===== src/design/soi_ram.sv =====
`timescale 1ns / 1ps
// Simple dual-port RAM with one write port and one registered read port.
module soi_ram #(
    parameter int   DEPTH  = 2,
    parameter int   WIDTH  = 8,
    localparam int  ADDR_W = (DEPTH > 1) ? $clog2(DEPTH) : 1
) (
    input  logic              clk,
    input  logic              we,
    input  logic [ADDR_W-1:0] waddr,
    input  logic [WIDTH-1:0]  wdata,
    input  logic              re,
    input  logic [ADDR_W-1:0] raddr,
    output logic [WIDTH-1:0]  rdata
);

    logic [WIDTH-1:0] mem [DEPTH];
    logic [WIDTH-1:0] rdata_reg;

    always_ff @(posedge clk)
    begin
        if (we)
        begin
            mem[waddr] <= wdata;
        end
    end

    always_ff @(posedge clk)
    begin
        if (re)
        begin
            rdata_reg <= mem[raddr];
        end
    end

    assign rdata = rdata_reg;

endmodule


===== config.mk =====
export PLATFORM = sky130hd
export DESIGN_NAME = soi_ram
export DESIGN_NICKNAME = d
export VERILOG_FILES = /design/src/design/soi_ram.sv
export SDC_FILE = /design/constraint.sdc
export NUM_CORES = 1
export LEC_CHECK = 0
export ABC_CLOCK_PERIOD_IN_PS = 2500
export BUFFER_PORTS_ARGS = -buffer_cell sky130_fd_sc_hd__buf_4
export CAP_MARGIN = 20
export CORE_ASPECT_RATIO = 1.1
export CORE_UTILIZATION = 30
export CTS_BUF_LIST = sky130_fd_sc_hd__clkbuf_8
export DETAILED_ROUTE_END_ITERATION = 6
export GPL_TIMING_DRIVEN = 0
export PLACE_DENSITY = 0.5
export RECOVER_POWER = 100
export REMOVE_ABC_BUFFERS = 1
export SYNTH_ARGS = -nofsm -noshare
export SYNTH_HDL_FRONTEND = slang
export SYNTH_SLANG_ARGS = --single-unit

===== constraint.sdc =====
create_clock -name clk -period 2.5 [get_ports clk]
set_input_delay 0.375 -clock clk [delete_from_list [all_inputs] [get_ports clk]]
set_output_delay 0.375 -clock clk [all_outputs]
set_load 0.005 [all_outputs]

==> results.py <==
metrics = {
    "status": {
        "status": "finished clean",
    },
    "grt": {
        "first_global_vias": 432,
        "grtUsageTotal_pct": 8.522,
        "overflow": 0,
        "grt_max_degree": 15,
        "antenna_found_initial": 0,
        "grt_pass1_wl_um": 1807,
    },
    "routing": {
        "dr_wl_met3_um": 63,
        "highest_layer": "met4",
        "vias_per_cell": 4.209,
        "dr.pass1.iters": 3,
        "wl_met2_um": 649,
        "wire_per_inst_um": 12.64,
        "first_iter_violations": 6,
        "wl_met1_um": 428,
        "wl_um": 1150,
        "route.vias.total": 383,
        "final_antenna_net_count": 0,
        "remaining_drc_errors": 0,
    },
    "place": {
        "place_area_mm2": 0.001045,
        "routabilityCongestion": 0.5969,
        "port_buffers": 20,
        "dp_slack_ps": 1036,
    },
    "timing": {
        "hold_viol": 0,
        "maxSlewViolCount": 0,
        "tns_ps": 0,
        "fin_crit_ps": 1165,
        "worst_slack_ps": 1335,
        "slew_headroom_pct": 50.85,
        "fmax_mhz": 858.3,
        "finalSetupViolCount": 0,
        "rsz0062_at_grt": "no",
        "tightest_slew_ps": 735.8,
        "clock_skew_ps": 1.396,
        "finalCritPeriodShare_pct": 46.61,
    },
    "worst_setup_path": {
        "startpoint_type": "input port",
        "critPathKind": "input port to register",
        "end_kind": "register",
        "slowest_delay_ps": 570,
        "cp.arrival_ps": 1060,
        "path_cells": "clkbuf_4 -> nor2b_1",
        "critPathBufInv": 1,
        "critPathSlowestCell": "nor2b_1",
        "crit_fanout": 8,
        "crit_required_ps": 2400,
        "reg2reg_slack_ps": 1560,
        "crit_family": "simple AND/OR/NAND/NOR gates",
    },
    "logic_synthesis": {
        "synth_common_cells": "edfxtp_1, mux2_4, and2_1, buf_6, nor2b_1",
        "synth_simple_gate_area_share_pct": 1.447,
        "synth-seq-area-share_pct": 83.36,
        "synth_fa_ha_area_share_pct": 0,
        "ys_types": 5,
        "ys_ff_latch": 24,
        "synth_top_family_by_area": "multiplexers",
        "synth-main-ff-cell": "edfxtp_1",
        "synthCells": 35,
        "muxShareOfSynthArea_pct": 13.89,
        "yosys_warnings": 0,
        "synth_xor_area_share_pct": 0,
        "yosysMostFrequentCell": "edfxtp_1",
        "yosys.area.top_type": "edfxtp_1",
        "async_reset_ff_share_pct": 0,
        "synth_top_area_share_pct": 83.36,
        "synth_area_leaders": "edfxtp_1, mux2_4, buf_6",
        "syn_area_um2": 864.6,
        "synth-compound-area-share_pct": 0,
        "synth-edff-count": 24,
        "synth.avg_cell_area_um2": 24.70,
    },
    "clocking": {
        "cts_setup_buffers": 0,
        "cts_hold_buf": 0,
        "cts.htree.levels": 1,
        "cts_tree": "built",
        "cts_made_buffers": 3,
        "cts_sinks": 24,
        "clkLatencyLatePin_ps": 260,
        "clk_path_buf_depth": 2,
        "cts-resized-gates": 0,
        "clkTransAtPathRegs_ps": 80,
        "cts-root-buf": "clkbuf_8",
    },
    "floorplan": {
        "die_y_um": 58.31,
        "dieArea_mm2": 0.003101,
        "ios": 21,
        "core_mm2": 0.002753,
        "die_x_um": 53.19,
        "fp-row-count": 20,
        "start_util_pct": 31.41,
    },
    "finish": {
        "diodes": 0,
        "seqCellArea_um2": 720.7,
        "multiInputGateArea_um2": 102.6,
        "drive_above_1_share_pct": 37.93,
        "syn_to_final_growth_pct": 24.75,
        "nets": 72,
        "fillers": 271,
        "largest_register_ffs": 16,
        "design_area_mm2": 0.001079,
    },
    "power": {
        "irDropWorstVdd_v": 0.0003022,
        "power_uw": 858.3,
        "p_leak_uw": 0.0003861,
        "p_per_area_mw_per_mm2": 795.8,
    },
    "flow_run": {
        "maxCapViolCount": 0,
    },
    "min_path": {
        "worstHoldPathType": "input port to register",
    },
}
==> through the flow <==
stage                     hold slack (ps)  util (%)  instances
after floorplan                     473.9         -         34
after CTS                           289.2     40.55         91
final                               318.6     39.18         91
after global routing                309.4     39.18         91
after detailed placement            534.5     37.95         87
after global placement              529.5     37.95         87
==> placed cells by master, fill, tap and decap left out <==
master and instances:
bufinv_16 1, mux2_1 8, clkbuf_8 3, buf_4 2, and2_0 1, edfxtp_1 24
clkbuf_4 16, clkbuf_1 2, nor2b_1 1
==> path summary, 6_finish.rpt <==
check,start,end,cells past startpoint
hold reg to reg,mem[0][7]$_DFFE_PP_,rdata[7]$_DFFE_PP_,1
setup reg to reg,mem[0][4]$_DFFE_PP_,rdata[4]$_DFFE_PP_,1
hold / removal,wdata[1],mem[1][1]$_DFFE_PP_,1
setup / recovery,waddr,mem[0][5]$_DFFE_PP_,2
==> cells by family after synthesis <==
logic type | Yosys count
buffers and inverters | 1
flip-flops | 24
multiplexers | 8
AND/OR/NAND/NOR | 2
==> area by class of cell <==
type,count,share of cell area [%]
tap,33,3.828
sequential,24,66.82
multi-input combinational,10,9.513
timing repair buffer,20,13.23
clock buffer,3,3.828
clock inverter,1,2.784
==> routing by layer <==
layer  vias up  global-route usage (%)
met5         -                       0
met2        15                   16.82
met3         2                   2.326
met1       185                   7.407
met4         0                   4.511
li1        181                       -
==> report_power, final <==
| part | switching, µW | leakage, µW | total (µW) | internal, µW |
|---|---|---|---|---|
| combinational | 21.9 | 0.000122 | 49.6 | 27.7 |
| sequential | 5.87 | 0.000228 | 481 | 475 |
| clock | 114 | 0.0000357 | 328 | 214 |
Power figures use the tool's default switching activity.
