[config.mk]
export PLATFORM = sky130hd
export DESIGN_NAME = soi_cell
export DESIGN_NICKNAME = d
export VERILOG_FILES = /design/src/design/soi_pkg.sv /design/src/design/soi_cell.sv
export SDC_FILE = /design/constraint.sdc
export NUM_CORES = 1
export LEC_CHECK = 0
export BUFFER_PORTS_ARGS = -buffer_cell sky130_fd_sc_hd__clkbuf_2
export CORE_AREA = 2 2 154 156
export DETAILED_ROUTE_END_ITERATION = 16
export DIE_AREA = 0 0 156 158
export GPL_TIMING_DRIVEN = 0
export PLACE_DENSITY = 0.69
export SETUP_SLACK_MARGIN = 0.02
export SKIP_CTS_REPAIR_TIMING = 1
export SKIP_LAST_GASP = 1
export SYNTH_ARGS = -nofsm -noshare
export SYNTH_HDL_FRONTEND = slang
export SYNTH_SLANG_ARGS = --single-unit
[constraint.sdc]
create_clock -name clk -period 3.1 [get_ports clk]
set_clock_uncertainty 0.1 [all_clocks]
set_input_delay 0.465 -clock clk [delete_from_list [all_inputs] [get_ports clk]]
set_output_delay 0.465 -clock clk [all_outputs]
set_load 0.02 [all_outputs]
[src/design/soi_pkg.sv]
`timescale 1ns / 1ps
// Shared types, sizes and codes for the sparse offset index.
package soi_pkg;

    // Table size and derived widths
    localparam int TABLE_DEPTH   = 1024;
    localparam int COUNT_W       = $clog2(TABLE_DEPTH + 1);
    localparam int NUM_LEVELS    = COUNT_W;
    localparam int ENTRY_COUNT_W = 11;
    localparam int KEY_W         = 32;
    localparam int POS_W         = 32;
    localparam int OFFSET_W      = 63;
    localparam int ENTRY_W       = KEY_W + POS_W;

    // Operation codes
    localparam logic [1:0] FUNC_TRACK    = 2'd0;
    localparam logic [1:0] FUNC_LOOKUP   = 2'd1;
    localparam logic [1:0] FUNC_TRUNCATE = 2'd2;
    localparam logic [1:0] FUNC_IGNORE   = 2'd3;

    // Result status codes
    localparam logic [2:0] ST_OK         = 3'd0;
    localparam logic [2:0] ST_STALE      = 3'd1;
    localparam logic [2:0] ST_NOT_FOUND  = 3'd2;
    localparam logic [2:0] ST_BELOW_BASE = 3'd3;
    localparam logic [2:0] ST_FULL       = 3'd4;
    localparam logic [2:0] ST_TOO_FAR    = 3'd5;

    // Configuration register indexes
    localparam logic CFG_BASE       = 1'b0;
    localparam logic CFG_STEP_BYTES = 1'b1;

    typedef struct packed {
        logic [1:0]          func;
        logic [OFFSET_W-1:0] offset;
        logic [POS_W-1:0]    position;
        logic [31:0]         rec_bytes;
    } req_t;

    typedef struct packed {
        logic [2:0]               status;
        logic                     appended;
        logic [OFFSET_W-1:0]      found_offset;
        logic [POS_W-1:0]         found_position;
        logic [ENTRY_COUNT_W-1:0] entry_count;
    } rsp_t;

    // One stored index entry
    typedef struct packed {
        logic [KEY_W-1:0] key;
        logic [POS_W-1:0] position;
    } entry_t;

    // Search context handed from cell to cell
    typedef struct packed {
        logic               valid;
        logic [COUNT_W-1:0] pos;
        entry_t             acc;
        logic               rej_valid;
        entry_t             rej;
    } search_t;

endpackage

[src/design/soi_cell.sv]
`timescale 1ns / 1ps
// One search cell: resolves one bit of the lower-bound index per cycle.
module soi_cell (
    input  logic                     clk,
    input  logic                     rst_n,
    input  logic [soi_pkg::COUNT_W-1:0] weight,
    input  logic [soi_pkg::COUNT_W-1:0] count,
    input  logic [soi_pkg::KEY_W-1:0]   rel,
    input  soi_pkg::search_t         prev,
    input  soi_pkg::entry_t          rdata,
    output soi_pkg::search_t         next
);
    import soi_pkg::*;

    logic               valid_reg;
    search_t            ctx_reg;
    logic [COUNT_W-1:0] probe;
    logic               in_range;

    // Context lines up with the RAM word read at the same edge
    always_ff @(posedge clk or negedge rst_n)
    begin
        if (!rst_n)
        begin
            valid_reg <= 1'b0;
        end
        else
        begin
            valid_reg <= prev.valid;
        end
    end

    always_ff @(posedge clk)
    begin
        if (prev.valid)
        begin
            ctx_reg <= prev;
        end
    end

    // Probe entry pos + weight - 1; step forward if its key is below rel
    assign probe    = ctx_reg.pos | weight;
    assign in_range = (probe <= count);

    always_comb
    begin
        next       = ctx_reg;
        next.valid = valid_reg;
        if (in_range)
        begin
            if (rdata.key < rel)
            begin
                next.pos = probe;
                next.acc = rdata;
            end
            else
            begin
                next.rej_valid = 1'b1;
                next.rej       = rdata;
            end
        end
    end

endmodule

==> flow_summary_export.csv <==
group,metric,value,unit
outcome,outcome,"finished, violations left",
floorplanning,initial_core_util,0.375,
yosys,synthCells,768,
global_routing,grtUsageMet2,0.395,
global_routing,grt_pass1_wl,44500,microns
critical_path,crit_required,2530,ps
global_routing,grt_pass1_vias,7981,
global_routing,top_usage_layer,"met2",
timing,final_hold_viol_count,0,
cells_and_area,final_nets,1504,
yosys,yosys.area.top_type_share,0.486,
critical_path,start_kind,"flip-flop",
timing,timing.final.crit_share,1.19,
routing,wirelength,30900,microns
yosys,synth.most_common_cell,"edfxtp_1",
global_routing,grt_overflow,0,
floorplanning,dieArea,24600,sq um
place,gp_congestion,0.860,
timing,setup_viol,140,
clock_tree,cts_tree,"yes",
floorplanning,num_rows,56,
timing,rsz0062_at_grt,"true",
routing,first_pass_iters,7,
yosys,syn_area_per_cell,11.3,sq um
place,dpl.hpwl,22700,microns
cells_and_area,syn2layout_area_growth,45.8,%
timing,worst_pin_slew,679,ps
yosys,synth_cell_types,40,
yosys,synthArstFlopShare,0.00709,
yosys,syn_area,8650,sq um
power,p_leak,5.85,nW
timing,fmaxAchievable,0.271,GHz
power,power_density,552,nW/um^2
critical_path,crit_arrival,3130,ps
yosys,ys.flop_type,"edfxtp_1",
timing,drv_slew,0,
global_routing,grtUsageMet1,0.297,
clock_tree,clk_pin_slew_worst_paths,70,ps
power,ir_drop,315,uV
timing,min_period,3690,ps
floorplanning,die-width,156,microns
global_routing,groute.usage.overall,0.237,
critical_path,cp-end-kind,"primary output",
cells_and_area,final_layout_size_suffix_gt1_frac,0.548,
routing,vias,8216,
routing,drtIter0Drc,398,
yosys,synth.area.top_cells,"edfxtp_1 (49%), mux2_4 (6.8%), a41oi_1 (6.5%)",
floorplanning,core_area,23100,sq um
outcome,violations,"negative setup slack",
routing,vias_per_cell,5.46,
floorplanning,pin_count,402,
yosys,yosysWarnings,0,
critical_path,critPathKind,"flip-flop to primary output",
place,placed_cells,1460,
timing,relSlewSlack,0.547,
routing,drc,0,
yosys,yosysSeqAreaShare,0.489,
timing,layout_setup_ws,-590,ps
power,p_total,6.96,mW
yosys,synth_edf_count,140,
global_routing,grt_max_degree,82,
global_routing,antenna_found_initial,1,
yosys,yosys-top-cells-count,"edfxtp_1 (140), nand2_1 (71), nand3_1 (67)",
place,portBuffers,401,
cells_and_area,instances_no_fill,1505,
floorplanning,die_h,158,microns
yosys,yosys.area.top_type,"edfxtp_1",
yosys,synth.ff_latch_count,141,
clock_tree,cts_buffers,17,
clock_tree,htree_levels,4,
run,cap_viol_max_count,0,
routing,ant_nets,0,
routing,wl_per_cell,20.6,microns
clock_tree,cts_root_buf,"clkbuf_16",
global_routing,met3_usage,0.0619,
min_path,hold_path.class,"input port to flip-flop",
critical_path,critPathMaxFanout,8,
clock_tree,clk_path_buf_depth,2,
yosys,synth_nets,1071,
cells_and_area,largest_reg_flops,140,
clock_tree,clkSinkCount,141,
==> worst paths after layout <==
path                       cells past startpoint                    from                      to
worst max-delay path                          11  ctx_reg[137]$_DFFE_PP_               next[122]
min in group asynchronous                      2                   rst_n     valid_reg$_DFF_PN0_
worst min-delay path                           1               prev[134]  ctx_reg[134]$_DFFE_PP_
max in group asynchronous                      2                   rst_n     valid_reg$_DFF_PN0_
==> kinds of logic after synthesis <==
logic type / Yosys count / share of synthesized area
and+or+nand+nor: 231 / 0.136
adders and majority gates: 42 / 0.0607
DFF: 141 / 0.489
muxes: 64 / 0.100
buffers and inverters: 114 / 0.0545
AOI/OAI and AO/OA: 176 / 0.160
==> power by group <==
group          switching [mW]  internal [mW]  leakage [nW]  total (mW)
registers              0.0576           2.27          1.38        2.32
logic                    1.49           1.07          4.20        2.57
clock network           0.876           1.19         0.268        2.07
==> cell usage in the layout, fill, tap and decap left out, types with 7 or more instances in the layout <==
cell | synthesis | final
buf_4 | 1 | 20
a21o_1 | 17 | 17
ha_1 | 42 | 41
a41oi_2 | 0 | 32
a21oi_1 | 13 | 13
nand3_2 | 0 | 50
inv_1 | 44 | 44
buf_12 | 0 | 7
a41oi_1 | 64 | 32
clkbuf_2 | 0 | 411
edfxtp_1 | 140 | 140
mux2_4 | 39 | 39
nand3_1 | 67 | 17
buf_2 | 2 | 14
or2_2 | 10 | 8
mux2_2 | 25 | 25
nand2_1 | 71 | 70
o211ai_1 | 64 | 64
and3_1 | 64 | 64
clkbuf_1 | 58 | 17
nand4_1 | 8 | 8
clkbuf_16 | 0 | 21
==> worst max-delay path, cell delays in order, from the launching register on <==
cell	delay, ps
edfxtp_1	380
or2_4	250
ha_4	210
a21o_1	180
a211oi_4	310
o2111ai_4	200
nand2_2	140
o211a_4	210
buf_12	180
clkbuf_16	170
mux2_4	290
clkbuf_2	150
==> per-stage QoR <==
| step | worst slack (ps) | hold slack (ps) | area (sq um) | TNS [ps] | util |
|---|---|---|---|---|---|
| 5_1_grt | -722 | 94.7 | 12600 | -89910 | 0.547 |
| 3_5_place_dp | -978 | 144 | 11400 | -101880 | 0.493 |
| 3_3_place_gp | -916 | 140 | 11300 | -178950 | 0.491 |
| 2_1_floorplan | 23.9 | 69.4 | 8950 | 0 | - |
| 6_report | -590 | 105 | 12600 | -74250 | 0.547 |
| 4_1_cts | -1150 | -320 | 11900 | -129610 | 0.518 |
==> final cells by class <==
cell class,instances,area [sq um]
Fill cell,2078,10400
Multi-Input combinational cell,513,4550
Sequential cell,141,4230
Timing Repair Buffer,416,2260
Buffer,68,470
Clock buffer,20,437
Tap cell,290,363
Inverter,44,165
Clock inverter,12,139
Antenna cell,1,2.50
==> metal layers <==
metal	part of all wire	wire, microns
met4	0.025	767
met5	0	0
met1	0.40	12400
met3	0.088	2710
met2	0.49	15100
Note: power is estimated with default switching activity, not from simulation.
